===== src/rtl/core/iqr_pkg.sv =====
`default_nettype none
// ----------------------------------------------------------------------------
// iqr_pkg
// shared types and fixed constants of the linear interpolation i/q resampler
// ----------------------------------------------------------------------------
package iqr_pkg;

    localparam int DataW   = 16;
    localparam int CfgW    = 14;
    localparam int StepMax = 16383;
    localparam int MaxRes  = 4;
    localparam int ResCntW = 2;
    // quotient of the offset numerator, including the 2^16 bias
    localparam int QuoW    = 17;

    localparam logic [CfgW-1:0] CfgReset = 14'd2500;

    typedef enum logic [2:0] {
        S_IDLE,
        S_MUL_I,
        S_MUL_Q,
        S_DIV,
        S_EMIT
    } t_state;

endpackage
`default_nettype wire


===== src/rtl/core/iqr_if.sv =====
`default_nettype none
// ----------------------------------------------------------------------------
// iqr_if
// valid/ready channels of the resampler: sample in, result out, config write
// ----------------------------------------------------------------------------
interface iqr_in_if;
    import iqr_pkg::*;
    logic                    valid;
    logic                    ready;
    logic signed [DataW-1:0] i_sample;
    logic signed [DataW-1:0] q_sample;
    modport source (output valid, output i_sample, output q_sample, input ready);
    modport sink   (input valid, input i_sample, input q_sample, output ready);
endinterface

interface iqr_out_if;
    import iqr_pkg::*;
    logic                    valid;
    logic                    ready;
    logic signed [DataW-1:0] i_out;
    logic signed [DataW-1:0] q_out;
    logic                    block_end;
    logic                    last;
    modport source (output valid, output i_out, output q_out, output block_end,
                    output last, input ready);
    modport sink   (input valid, input i_out, input q_out, input block_end,
                    input last, output ready);
endinterface

interface iqr_cfg_if;
    import iqr_pkg::*;
    logic            valid;
    logic            ready;
    logic [CfgW-1:0] samples_per_block;
    modport source (output valid, output samples_per_block, input ready);
    modport sink   (input valid, input samples_per_block, output ready);
endinterface
`default_nettype wire


===== src/rtl/core/iqr_div.sv =====
`default_nettype none
// ----------------------------------------------------------------------------
// iqr_div
// divider by the constant 2*OUT_LEN through reciprocal multiplication,
// i lane then q lane on one constant multiplier
// ----------------------------------------------------------------------------
module iqr_div #(
    parameter int OUT_LEN = 2400,
    localparam int DivW = $clog2(2 * OUT_LEN + 1),
    localparam int NumW = iqr_pkg::QuoW + DivW
) (
    input  wire logic                     i_clk,
    input  wire logic                     i_rst_n,
    input  wire logic                     i_start,
    input  wire logic [NumW-1:0]          i_num_i,
    input  wire logic [NumW-1:0]          i_num_q,
    output logic                          o_done,
    output logic [iqr_pkg::QuoW-1:0]      o_quo_i,
    output logic [iqr_pkg::QuoW-1:0]      o_quo_q
);
    import iqr_pkg::*;

    // exact floor division for every numerator below 2^NumW whose quotient fits in QuoW bits
    localparam int     ShW      = $clog2(2 * OUT_LEN);
    localparam int     RecW     = NumW + 1;
    localparam int     PrdW     = NumW + RecW;
    localparam longint RecipVal =
        ((longint'(1) <<< (NumW + ShW)) + longint'(2 * OUT_LEN) - 1) / longint'(2 * OUT_LEN);
    localparam logic [RecW-1:0] Recip = RecW'(RecipVal);

    logic            r_busy;
    logic            r_lane;
    logic            r_done;
    logic [QuoW-1:0] r_quo_i;
    logic [QuoW-1:0] r_quo_q;
    logic [NumW-1:0] w_num;
    logic [PrdW-1:0] w_prod;
    logic [QuoW-1:0] w_quo;

    assign w_num  = r_lane ? i_num_q : i_num_i;
    assign w_prod = PrdW'(w_num) * PrdW'(Recip);
    assign w_quo  = w_prod[NumW+ShW +: QuoW];

    always_ff @(posedge i_clk) begin
        if (!i_rst_n) begin
            r_busy <= 1'b0;
            r_lane <= 1'b0;
            r_done <= 1'b0;
        end else begin
            r_done <= 1'b0;
            if (i_start) begin
                r_busy <= 1'b1;
                r_lane <= 1'b0;
            end else if (r_busy) begin
                r_lane <= 1'b1;
                if (r_lane) begin
                    r_busy <= 1'b0;
                    r_done <= 1'b1;
                end
            end
        end
    end

    always_ff @(posedge i_clk) begin
        if (r_busy && !r_lane) begin
            r_quo_i <= w_quo;
        end
        if (r_busy && r_lane) begin
            r_quo_q <= w_quo;
        end
    end

    assign o_done  = r_done;
    assign o_quo_i = r_quo_i;
    assign o_quo_q = r_quo_q;

endmodule
`default_nettype wire


===== src/rtl/core/linear_interp_iq_resampler.sv =====
`default_nettype none
// ----------------------------------------------------------------------------
// linear_interp_iq_resampler
// converts samples_per_block i/q samples per ms to OUT_LEN per ms by linear
// interpolation with an exact phase and round-to-nearest fixed point blend
// ----------------------------------------------------------------------------
// channel  dir  payload                          beat when
// i_in     in   i_sample, q_sample               valid & ready
// o_out    out  i_out, q_out, block_end, last    valid & ready
// i_cfg    in   samples_per_block                valid & ready (always ready)
//
// a sample that gives no result is taken in S_IDLE; each result steps through
// S_MUL_I and S_MUL_Q on the one multiplier, the reciprocal divider by
// 2*OUT_LEN (start, i lane, q lane, done), then the output register load
// a sample gives up to 4 results; i_in is ready only in S_IDLE
// synchronous active-low reset; samples_per_block resets to 2500
// a stalled output holds the sequencer before the next result load
// ----------------------------------------------------------------------------
module linear_interp_iq_resampler #(
    parameter int OUT_LEN = 2400
) (
    input wire logic  i_clk,
    input wire logic  i_rst_n,
    iqr_in_if.sink    i_in,
    iqr_out_if.source o_out,
    iqr_cfg_if.sink   i_cfg
);
    import iqr_pkg::*;

    localparam int PhW   = $clog2(OUT_LEN + StepMax);
    localparam int WgtW  = $clog2(OUT_LEN);
    localparam int IdxW  = $clog2(OUT_LEN);
    localparam int DivW  = $clog2(2 * OUT_LEN + 1);
    localparam int NumW  = QuoW + DivW;
    localparam int DiffW = DataW + 1;
    localparam int ProdW = DiffW + WgtW + 1;
    localparam int MinStep = (OUT_LEN + MaxRes - 1) / MaxRes;

    localparam logic [PhW-1:0]  PhLen   = PhW'(OUT_LEN);
    localparam logic [IdxW-1:0] IdxLast = IdxW'(OUT_LEN - 1);
    localparam logic [CfgW-1:0] StepMin = CfgW'(MinStep);
    localparam logic [ResCntW-1:0] ResLast = ResCntW'(MaxRes - 1);
    localparam logic signed [NumW:0] Bias =
        (NumW + 1)'(2 * OUT_LEN * 65536 + OUT_LEN);

    t_state                   r_state, n_state;
    logic [CfgW-1:0]          r_cfg;
    logic [CfgW-1:0]          r_step, n_step;
    logic signed [DataW-1:0]  r_prev_i, n_prev_i, r_prev_q, n_prev_q;
    logic signed [DataW-1:0]  r_cur_i, n_cur_i, r_cur_q, n_cur_q;
    logic                     r_have_prev, n_have_prev;
    logic [PhW-1:0]           r_phase, n_phase;
    logic [IdxW-1:0]          r_oidx, n_oidx;
    logic [ResCntW-1:0]       r_cnt, n_cnt;
    logic [NumW-1:0]          r_num_i, n_num_i, r_num_q, n_num_q;
    logic                     r_div_start, n_div_start;
    logic                     r_out_valid, n_out_valid;
    logic signed [DataW-1:0]  r_out_i, n_out_i, r_out_q, n_out_q;
    logic                     r_out_be, n_out_be;
    logic                     r_out_last, n_out_last;

    logic                     w_in_beat;
    logic                     w_out_free;
    logic [CfgW-1:0]          w_step_eff;
    logic [PhW-1:0]           w_phase_add;
    logic                     w_last;
    logic signed [DiffW-1:0]  w_diff_i, w_diff_q, w_diff;
    logic signed [ProdW-1:0]  w_prod;
    logic signed [NumW:0]     w_prod_ext;
    logic signed [NumW:0]     w_num;
    logic                     w_div_done;
    logic [QuoW-1:0]          w_quo_i, w_quo_q;

    iqr_div #(
        .OUT_LEN (OUT_LEN)
    ) u_div (
        .i_clk   (i_clk),
        .i_rst_n (i_rst_n),
        .i_start (r_div_start),
        .i_num_i (r_num_i),
        .i_num_q (r_num_q),
        .o_done  (w_div_done),
        .o_quo_i (w_quo_i),
        .o_quo_q (w_quo_q)
    );

    assign i_in.ready  = (r_state == S_IDLE);
    assign i_cfg.ready = 1'b1;
    assign w_in_beat   = i_in.valid && i_in.ready;
    assign w_out_free  = !r_out_valid || o_out.ready;

    assign w_step_eff  = (r_cfg < StepMin) ? StepMin : r_cfg;
    assign w_phase_add = r_phase + PhW'(r_step);
    assign w_last      = (w_phase_add >= PhLen) || (r_cnt == ResLast);

    // shared multiplier: sample difference times phase weight, offset to stay positive
    assign w_diff_i   = DiffW'(r_cur_i) - DiffW'(r_prev_i);
    assign w_diff_q   = DiffW'(r_cur_q) - DiffW'(r_prev_q);
    assign w_diff     = (r_state == S_MUL_I) ? w_diff_i : w_diff_q;
    assign w_prod     = ProdW'(w_diff) * ProdW'($signed({1'b0, r_phase[WgtW-1:0]}));
    assign w_prod_ext = (NumW + 1)'(w_prod);
    assign w_num      = (w_prod_ext <<< 1) + Bias;

    always_comb begin
        n_state     = r_state;
        n_step      = r_step;
        n_prev_i    = r_prev_i;
        n_prev_q    = r_prev_q;
        n_cur_i     = r_cur_i;
        n_cur_q     = r_cur_q;
        n_have_prev = r_have_prev;
        n_phase     = r_phase;
        n_oidx      = r_oidx;
        n_cnt       = r_cnt;
        n_num_i     = r_num_i;
        n_num_q     = r_num_q;
        n_div_start = 1'b0;
        n_out_valid = r_out_valid && !o_out.ready;
        n_out_i     = r_out_i;
        n_out_q     = r_out_q;
        n_out_be    = r_out_be;
        n_out_last  = r_out_last;

        unique case (r_state)
            S_IDLE: begin
                if (w_in_beat) begin
                    if (!r_have_prev) begin
                        n_prev_i    = i_in.i_sample;
                        n_prev_q    = i_in.q_sample;
                        n_have_prev = 1'b1;
                    end else if (r_phase < PhLen) begin
                        n_cur_i = i_in.i_sample;
                        n_cur_q = i_in.q_sample;
                        n_step  = w_step_eff;
                        n_cnt   = '0;
                        n_state = S_MUL_I;
                    end else begin
                        n_phase  = r_phase - PhLen;
                        n_prev_i = i_in.i_sample;
                        n_prev_q = i_in.q_sample;
                    end
                end
            end
            S_MUL_I: begin
                n_num_i = w_num[NumW-1:0];
                n_state = S_MUL_Q;
            end
            S_MUL_Q: begin
                n_num_q     = w_num[NumW-1:0];
                n_div_start = 1'b1;
                n_state     = S_DIV;
            end
            S_DIV: begin
                if (w_div_done) begin
                    n_state = S_EMIT;
                end
            end
            S_EMIT: begin
                if (w_out_free) begin
                    n_out_valid = 1'b1;
                    n_out_i     = r_prev_i + $signed(w_quo_i[DataW-1:0]);
                    n_out_q     = r_prev_q + $signed(w_quo_q[DataW-1:0]);
                    n_out_be    = (r_oidx == IdxLast);
                    n_out_last  = w_last;
                    n_oidx      = (r_oidx == IdxLast) ? '0 : r_oidx + 1'b1;
                    n_cnt       = r_cnt + 1'b1;
                    if (w_last) begin
                        n_phase  = (w_phase_add >= PhLen) ? w_phase_add - PhLen : '0;
                        n_prev_i = r_cur_i;
                        n_prev_q = r_cur_q;
                        n_state  = S_IDLE;
                    end else begin
                        n_phase = w_phase_add;
                        n_state = S_MUL_I;
                    end
                end
            end
            default: begin
                n_state = S_IDLE;
            end
        endcase
    end

    always_ff @(posedge i_clk) begin
        if (!i_rst_n) begin
            r_state     <= S_IDLE;
            r_cfg       <= CfgReset;
            r_prev_i    <= '0;
            r_prev_q    <= '0;
            r_have_prev <= 1'b0;
            r_phase     <= '0;
            r_oidx      <= '0;
            r_cnt       <= '0;
            r_div_start <= 1'b0;
            r_out_valid <= 1'b0;
        end else begin
            r_state     <= n_state;
            if (i_cfg.valid && i_cfg.ready) begin
                r_cfg <= i_cfg.samples_per_block;
            end
            r_prev_i    <= n_prev_i;
            r_prev_q    <= n_prev_q;
            r_have_prev <= n_have_prev;
            r_phase     <= n_phase;
            r_oidx      <= n_oidx;
            r_cnt       <= n_cnt;
            r_div_start <= n_div_start;
            r_out_valid <= n_out_valid;
        end
    end

    always_ff @(posedge i_clk) begin
        r_step     <= n_step;
        r_cur_i    <= n_cur_i;
        r_cur_q    <= n_cur_q;
        r_num_i    <= n_num_i;
        r_num_q    <= n_num_q;
        r_out_i    <= n_out_i;
        r_out_q    <= n_out_q;
        r_out_be   <= n_out_be;
        r_out_last <= n_out_last;
    end

    assign o_out.valid     = r_out_valid;
    assign o_out.i_out     = r_out_i;
    assign o_out.q_out     = r_out_q;
    assign o_out.block_end = r_out_be;
    assign o_out.last      = r_out_last;

`ifndef ASSERT_OFF
    a_div_done_in_div: assert property (@(posedge i_clk) disable iff (!i_rst_n)
        w_div_done |-> (r_state == S_DIV))
        else $error("divider finished outside divide state");

    a_oidx_range: assert property (@(posedge i_clk) disable iff (!i_rst_n)
        r_oidx <= IdxLast)
        else $error("output index out of range");

    a_weight_range: assert property (@(posedge i_clk) disable iff (!i_rst_n)
        (r_state == S_MUL_I || r_state == S_MUL_Q) |-> (r_phase < PhLen))
        else $error("interpolation weight out of range");

    a_first_sample: assert property (@(posedge i_clk) disable iff (!i_rst_n)
        w_in_beat |=> r_have_prev)
        else $error("sample beat did not leave a previous sample");
`endif

endmodule
`default_nettype wire


===== src/flat_wrapper.sv =====
// flat-port wrapper written by rule: the top's interface ports become plain ports
module linear_interp_iq_resampler_flat import iqr_pkg::*;
#(
    parameter int OUT_LEN = 2400
)
  (i_clk, i_rst_n, i_in_valid, i_in_i_sample, i_in_q_sample, i_in_ready, o_out_valid, o_out_i_out, o_out_q_out, o_out_block_end, o_out_last, o_out_ready, i_cfg_valid, i_cfg_samples_per_block, i_cfg_ready);
  iqr_in_if i_in_i ();
  iqr_out_if o_out_i ();
  iqr_cfg_if i_cfg_i ();
  input wire logic i_clk;
  input wire logic i_rst_n;
  input wire logic [$bits(i_in_i.valid)-1:0] i_in_valid;
  input wire logic [$bits(i_in_i.i_sample)-1:0] i_in_i_sample;
  input wire logic [$bits(i_in_i.q_sample)-1:0] i_in_q_sample;
  output wire logic [$bits(i_in_i.ready)-1:0] i_in_ready;
  output wire logic [$bits(o_out_i.valid)-1:0] o_out_valid;
  output wire logic [$bits(o_out_i.i_out)-1:0] o_out_i_out;
  output wire logic [$bits(o_out_i.q_out)-1:0] o_out_q_out;
  output wire logic [$bits(o_out_i.block_end)-1:0] o_out_block_end;
  output wire logic [$bits(o_out_i.last)-1:0] o_out_last;
  input wire logic [$bits(o_out_i.ready)-1:0] o_out_ready;
  input wire logic [$bits(i_cfg_i.valid)-1:0] i_cfg_valid;
  input wire logic [$bits(i_cfg_i.samples_per_block)-1:0] i_cfg_samples_per_block;
  output wire logic [$bits(i_cfg_i.ready)-1:0] i_cfg_ready;
  assign i_in_i.valid = i_in_valid;
  assign i_in_i.i_sample = i_in_i_sample;
  assign i_in_i.q_sample = i_in_q_sample;
  assign i_in_ready = i_in_i.ready;
  assign o_out_valid = o_out_i.valid;
  assign o_out_i_out = o_out_i.i_out;
  assign o_out_q_out = o_out_i.q_out;
  assign o_out_block_end = o_out_i.block_end;
  assign o_out_last = o_out_i.last;
  assign o_out_i.ready = o_out_ready;
  assign i_cfg_i.valid = i_cfg_valid;
  assign i_cfg_i.samples_per_block = i_cfg_samples_per_block;
  assign i_cfg_ready = i_cfg_i.ready;
  linear_interp_iq_resampler #(.OUT_LEN(OUT_LEN)) u_core (.i_clk(i_clk), .i_rst_n(i_rst_n), .i_in(i_in_i), .o_out(o_out_i), .i_cfg(i_cfg_i));
endmodule

===== config.mk =====
export PLATFORM = sky130hd
export DESIGN_NAME = linear_interp_iq_resampler_flat
export DESIGN_NICKNAME = d
export VERILOG_FILES = /design/src/rtl/core/iqr_pkg.sv /design/src/rtl/core/iqr_if.sv /design/src/rtl/core/iqr_div.sv /design/src/rtl/core/linear_interp_iq_resampler.sv /design/src/flat_wrapper.sv
export SDC_FILE = /design/constraint.sdc
export NUM_CORES = 2
export LEC_CHECK = 0
export ABC_AREA = 0
export BUFFER_PORTS_ARGS = -buffer_cell sky130_fd_sc_hd__buf_4
export CORE_MARGIN = 2
export CORE_UTILIZATION = 66
export CTS_CLUSTER_SIZE = 10
export DETAILED_ROUTE_END_ITERATION = 6
export GPL_ROUTABILITY_DRIVEN = 0
export PLACE_DENSITY_LB_ADDON = 0.12
export SETUP_SLACK_MARGIN = 0.5
export SYNTH_ARGS = -nofsm -noshare
export SYNTH_HDL_FRONTEND = slang
export SYNTH_SLANG_ARGS = --single-unit

===== constraint.sdc =====
create_clock -name i_clk -period 10.8 [get_ports i_clk]
set_input_delay 2.16 -clock i_clk [delete_from_list [all_inputs] [get_ports i_clk]]
set_output_delay 2.16 -clock i_clk [all_outputs]
set_load 0.005 [all_outputs]

==> summary.txt <==
Cells and area
  • Commonest cells after routing, fill and taps aside: 749 x sky130_fd_sc_hd__inv_1, 508 x sky130_fd_sc_hd__fa_1, 491 x sky130_fd_sc_hd__ha_1
  • Most common cell after layout, fill and taps aside: sky130_fd_sc_hd__inv_1
  • Count of filler cells inserted in the layout: 3927
  • Count of nets after finishing: 4614
  • Core utilization of the finished layout: 0.7105
  • Total area of multi-input combinational cells: 25150 um2
  • Fraction of final layout cells sized beyond drive strength 1: 0.06330
  • Antenna Cells: 0
  • Area taken by flip-flops and latches: 6787 um2
  • Area growth from synthesis to final layout: 6.364%

Status
  • Run status: complete, but fails checks
  • Failing checks: design-rule violations

Worst setup path
  • Critical Path AT: 9.84 ns
  • Critical R2R Capture: u_core.r_num_q[29]
  • Critical Path Source Type: register
  • Critical Path Sink Type: register
  • Worst R2R Start: u_core.r_cur_q[0]
  • Logic depth of the worst register-to-register path: 31
  • Data required, critical path: 11.12 ns
  • Worst setup path end: u_core.r_num_q[29]
  • Worst-case register-to-register setup slack: 1.28 ns
  • Max FO, Critical Path: 18
  • Most used cell along the critical path: sky130_fd_sc_hd__fa_1
  • Critical path's largest stage delay: 1.04 ns
  • Worst setup path class: reg -> reg
  • Slowest cell on crit path: sky130_fd_sc_hd__o311ai_2
  • Critical path startpoint: u_core.r_cur_q[0]

Synth
  • Post-Synthesis Net Count: 4579
  • Synthesized instance count: 3529
  • Post-synth top flop: sky130_fd_sc_hd__edfxtp_1
  • Number of warnings issued by yosys: 0
  • Post-synthesis instance area: 35170 um2
  • Share of async-settable or async-resettable flops after synthesis: 0
  • Sequential-to-total area share from yosys stat: 0.1930
  • EDFF count, synth: 170
  • Top cell type by total area after synthesis: sky130_fd_sc_hd__fa_1
  • Mean instance size in the synthesized netlist: 9.966 um2
  • Flop and latch count out of synthesis: 254
  • Post-synth cell types: 100
  • Dominant cells by area after synthesis: sky130_fd_sc_hd__fa_1 29%, sky130_fd_sc_hd__ha_1 17%, sky130_fd_sc_hd__edfxtp_1 15%, sky130_fd_sc_hd__inv_1 8.0%, sky130_fd_sc_hd__dfxtp_1 4.8%
  • Portion of synthesized cell area occupied by the leading cell type: 0.2891

Clock network
  • PostCTS Resize Cnt: 0
  • Number of hold buffers added after CTS: 0
  • Maximum buffer depth of the clock tree: 3
  • Root buf cell: sky130_fd_sc_hd__clkbuf_16
  • TritonCTS clock tree: yes
  • CTS Buf Count: 30
  • CTS clock-pin slew for the worst setup and hold paths: 0.06 ns
  • H-tree depth: 1
  • Clock sink count: 254
  • Insertion delay to the later sink of the worst-skew pair: 0.61 ns
  • Post-CTS setup buffer count: 0

Die
  • Die X: 234.8 um
  • Die outline height: 234.8 um
  • Number of cell rows: 84
  • I/O pin count: 88
  • Initial standard-cell utilization of the core: 0.6679
  • Total Die Area: 55150 um2
  • Core region area: 52660 um2

Timing
  • Relative slew margins: 0.1622
  • Unrepaired setup endpoints after global routing: no
  • Number of hold violations in the final report: 0
  • Worst setup skew after layout: 0.04486 ns
  • Setup TNS: 0 ns
  • Fmax: 0.1050 GHz
  • Shortest clock period the worst path allows after layout: 9.524 ns
  • Final worst path period share: 0.8818
  • Fin. max-slew vios: 0
  • Measured slew at the worst slew-check pin: 1.257 ns
  • Final setup violation count: 0

GRT
  • Number of antenna violations at the first check in global routing: 0
  • Combined global-route utilization of all metal layers: 0.3163
  • Maximum number of pins on one net before global-route repair: 79
  • Via count of the first global-routing pass: 27.23k
  • Grt ovf: 0
  • Wire length of the first global-routing pass: 140.1 mm

Detailed routing
  • Detailed-routing iteration count for the pre-antenna-repair pass: 7
  • Vias after detailed routing: 25.21k
  • Vias per Instance: 5.898
  • Top layer reached by signal wires: met4
  • Antenna violation net count after detailed routing: 0
  • Detail Route met2 WL: 42.81 mm
  • Detailed router's first-iteration violation count: 1680
  • Met3 WL: 5.113 mm
  • Final routed wirelength across all metal layers: 84.88 mm
  • Routed wirelength normalized by instance count: 19.86 um
  • Number of DRC violations after detailed routing: 4
  • Wire length on met1: 34.20 mm

Placed design
  • HPWL after DPL: 67.34 mm
  • Count of input and output buffers: 86

Job
  • Max-Cap Viols: 0

Min path
  • Type of the worst min-delay path: reg -> reg
==> per-layer routing <==
metal / track usage / vias up
li1: - / 11600
met1: 0.4051 / 12660
met2: 0.5553 / 797
met3: 0.04300 / 159
met4: 0.1034 / 0
met5: 0 / -
==> sequential cells by signal (all words and copies together), names as in the netlist, 14 cells and up <==
name,flops
u_core.r_prev_i,16
u_core.r_num_q,29
u_core.o_out.i_out,16
u_core.r_cur_q,16
u_core.r_prev_q,16
u_core.r_cfg,14
u_core.r_cur_i,16
u_core.r_step,14
u_core.r_num_i,29
u_core.u_div.o_quo_q,16
u_core.u_div.o_quo_i,16
u_core.o_out.q_out,16
u_core.r_phase,15
==> cell type report <==
class | count | share of cell area
repair buffers | 115 | 0.02308
multi-input cells | 2411 | 0.6723
inverters | 752 | 0.07545
flip-flops and latches | 254 | 0.1814
well taps | 688 | 0.02301
clock inverters | 3 | 0.001739
clock buffers | 51 | 0.02301
==> synth_stat cells, types with 11 or more instances <==
| master | n |
|---|---|
| sky130_fd_sc_hd__inv_1 | 750 |
| sky130_fd_sc_hd__fa_1 | 508 |
| sky130_fd_sc_hd__ha_1 | 491 |
| sky130_fd_sc_hd__nand2_1 | 236 |
| sky130_fd_sc_hd__edfxtp_1 | 170 |
| sky130_fd_sc_hd__a21oi_1 | 109 |
| sky130_fd_sc_hd__nand3_1 | 106 |
| sky130_fd_sc_hd__nor2_1 | 106 |
| sky130_fd_sc_hd__and2_1 | 100 |
| sky130_fd_sc_hd__clkbuf_1 | 94 |
| sky130_fd_sc_hd__dfxtp_1 | 84 |
| sky130_fd_sc_hd__xnor2_1 | 83 |
| sky130_fd_sc_hd__o21ai_0 | 70 |
| sky130_fd_sc_hd__nor3_1 | 42 |
| sky130_fd_sc_hd__a21o_1 | 38 |
| sky130_fd_sc_hd__xor2_1 | 38 |
| sky130_fd_sc_hd__o211a_1 | 33 |
| sky130_fd_sc_hd__nor2b_1 | 30 |
| sky130_fd_sc_hd__mux2i_1 | 28 |
| sky130_fd_sc_hd__a21boi_0 | 23 |
| sky130_fd_sc_hd__mux2_2 | 22 |
| sky130_fd_sc_hd__o21ai_1 | 22 |
| sky130_fd_sc_hd__o21a_1 | 20 |
| sky130_fd_sc_hd__and3_1 | 19 |
| sky130_fd_sc_hd__nand4_1 | 18 |
| sky130_fd_sc_hd__nand2b_1 | 16 |
| sky130_fd_sc_hd__nand3b_1 | 16 |
| sky130_fd_sc_hd__o211ai_1 | 16 |
| sky130_fd_sc_hd__nor3b_1 | 15 |
| sky130_fd_sc_hd__nor4_1 | 15 |
| sky130_fd_sc_hd__a211oi_1 | 12 |
| sky130_fd_sc_hd__o2111ai_1 | 12 |
| sky130_fd_sc_hd__a21boi_1 | 11 |
| sky130_fd_sc_hd__or3_1 | 11 |
==> how the worst min path moves through the flow <==
stage / from / end / slack, ns / cells after the start
final: u_core.r_cfg[2] / u_core.r_cfg[2] / 0.47 / 2
after global routing: u_core.r_cfg[13] / u_core.r_step[13] / 0.49 / 0
after CTS: u_core.r_cfg[13] / u_core.r_step[13] / 0.47 / 0
after detailed placement: u_core.r_cfg[11] / u_core.r_step[11] / 0.46 / 0
after global placement: u_core.r_cfg[11] / u_core.r_step[11] / 0.44 / 0
after floorplan: u_core.r_div_start / u_core.u_div.r_lane / 0.41 / 1
==> per-stage QoR <==
stage / cells / worst slack [ns] / hold WS (ns) / cell area [um2]
finish: 4274 / 1.276 / 0.4679 / 37410
global route: 4274 / 0.5875 / 0.4883 / 37410
CTS: 4274 / 1.393 / 0.4691 / 37410
detailed placement: 4220 / 1.473 / 0.4555 / 36480
global placement: 4220 / 1.811 / 0.4421 / 36480
floorplan: 3529 / 2.541 / 0.4130 / 35170
==> kinds of logic after synthesis <==
kind of cell / synth area share
other: 0.0001066
AO/OA/AOI/OAI: 0.09143
multiplexers: 0.01501
flip-flops: 0.1930
buffers and inverters: 0.09288
AND/OR/NAND/NOR: 0.1127
adder cells (fa/ha/maj): 0.4638
XOR/XNOR: 0.03106
==> worst max-delay path, delay by kind of cell, from the launching register on <==
family	cells	cell delay, ns
compound gates	15	4.27
xor+xnor	2	0.32
fa+ha+maj	8	3.37
buf+inv	4	0.58
flops	1	0.36
simple gates	2	0.34
Power is not shown: default switching activity piles up to over one toggle a cycle in this logic, so the estimate is an artifact.
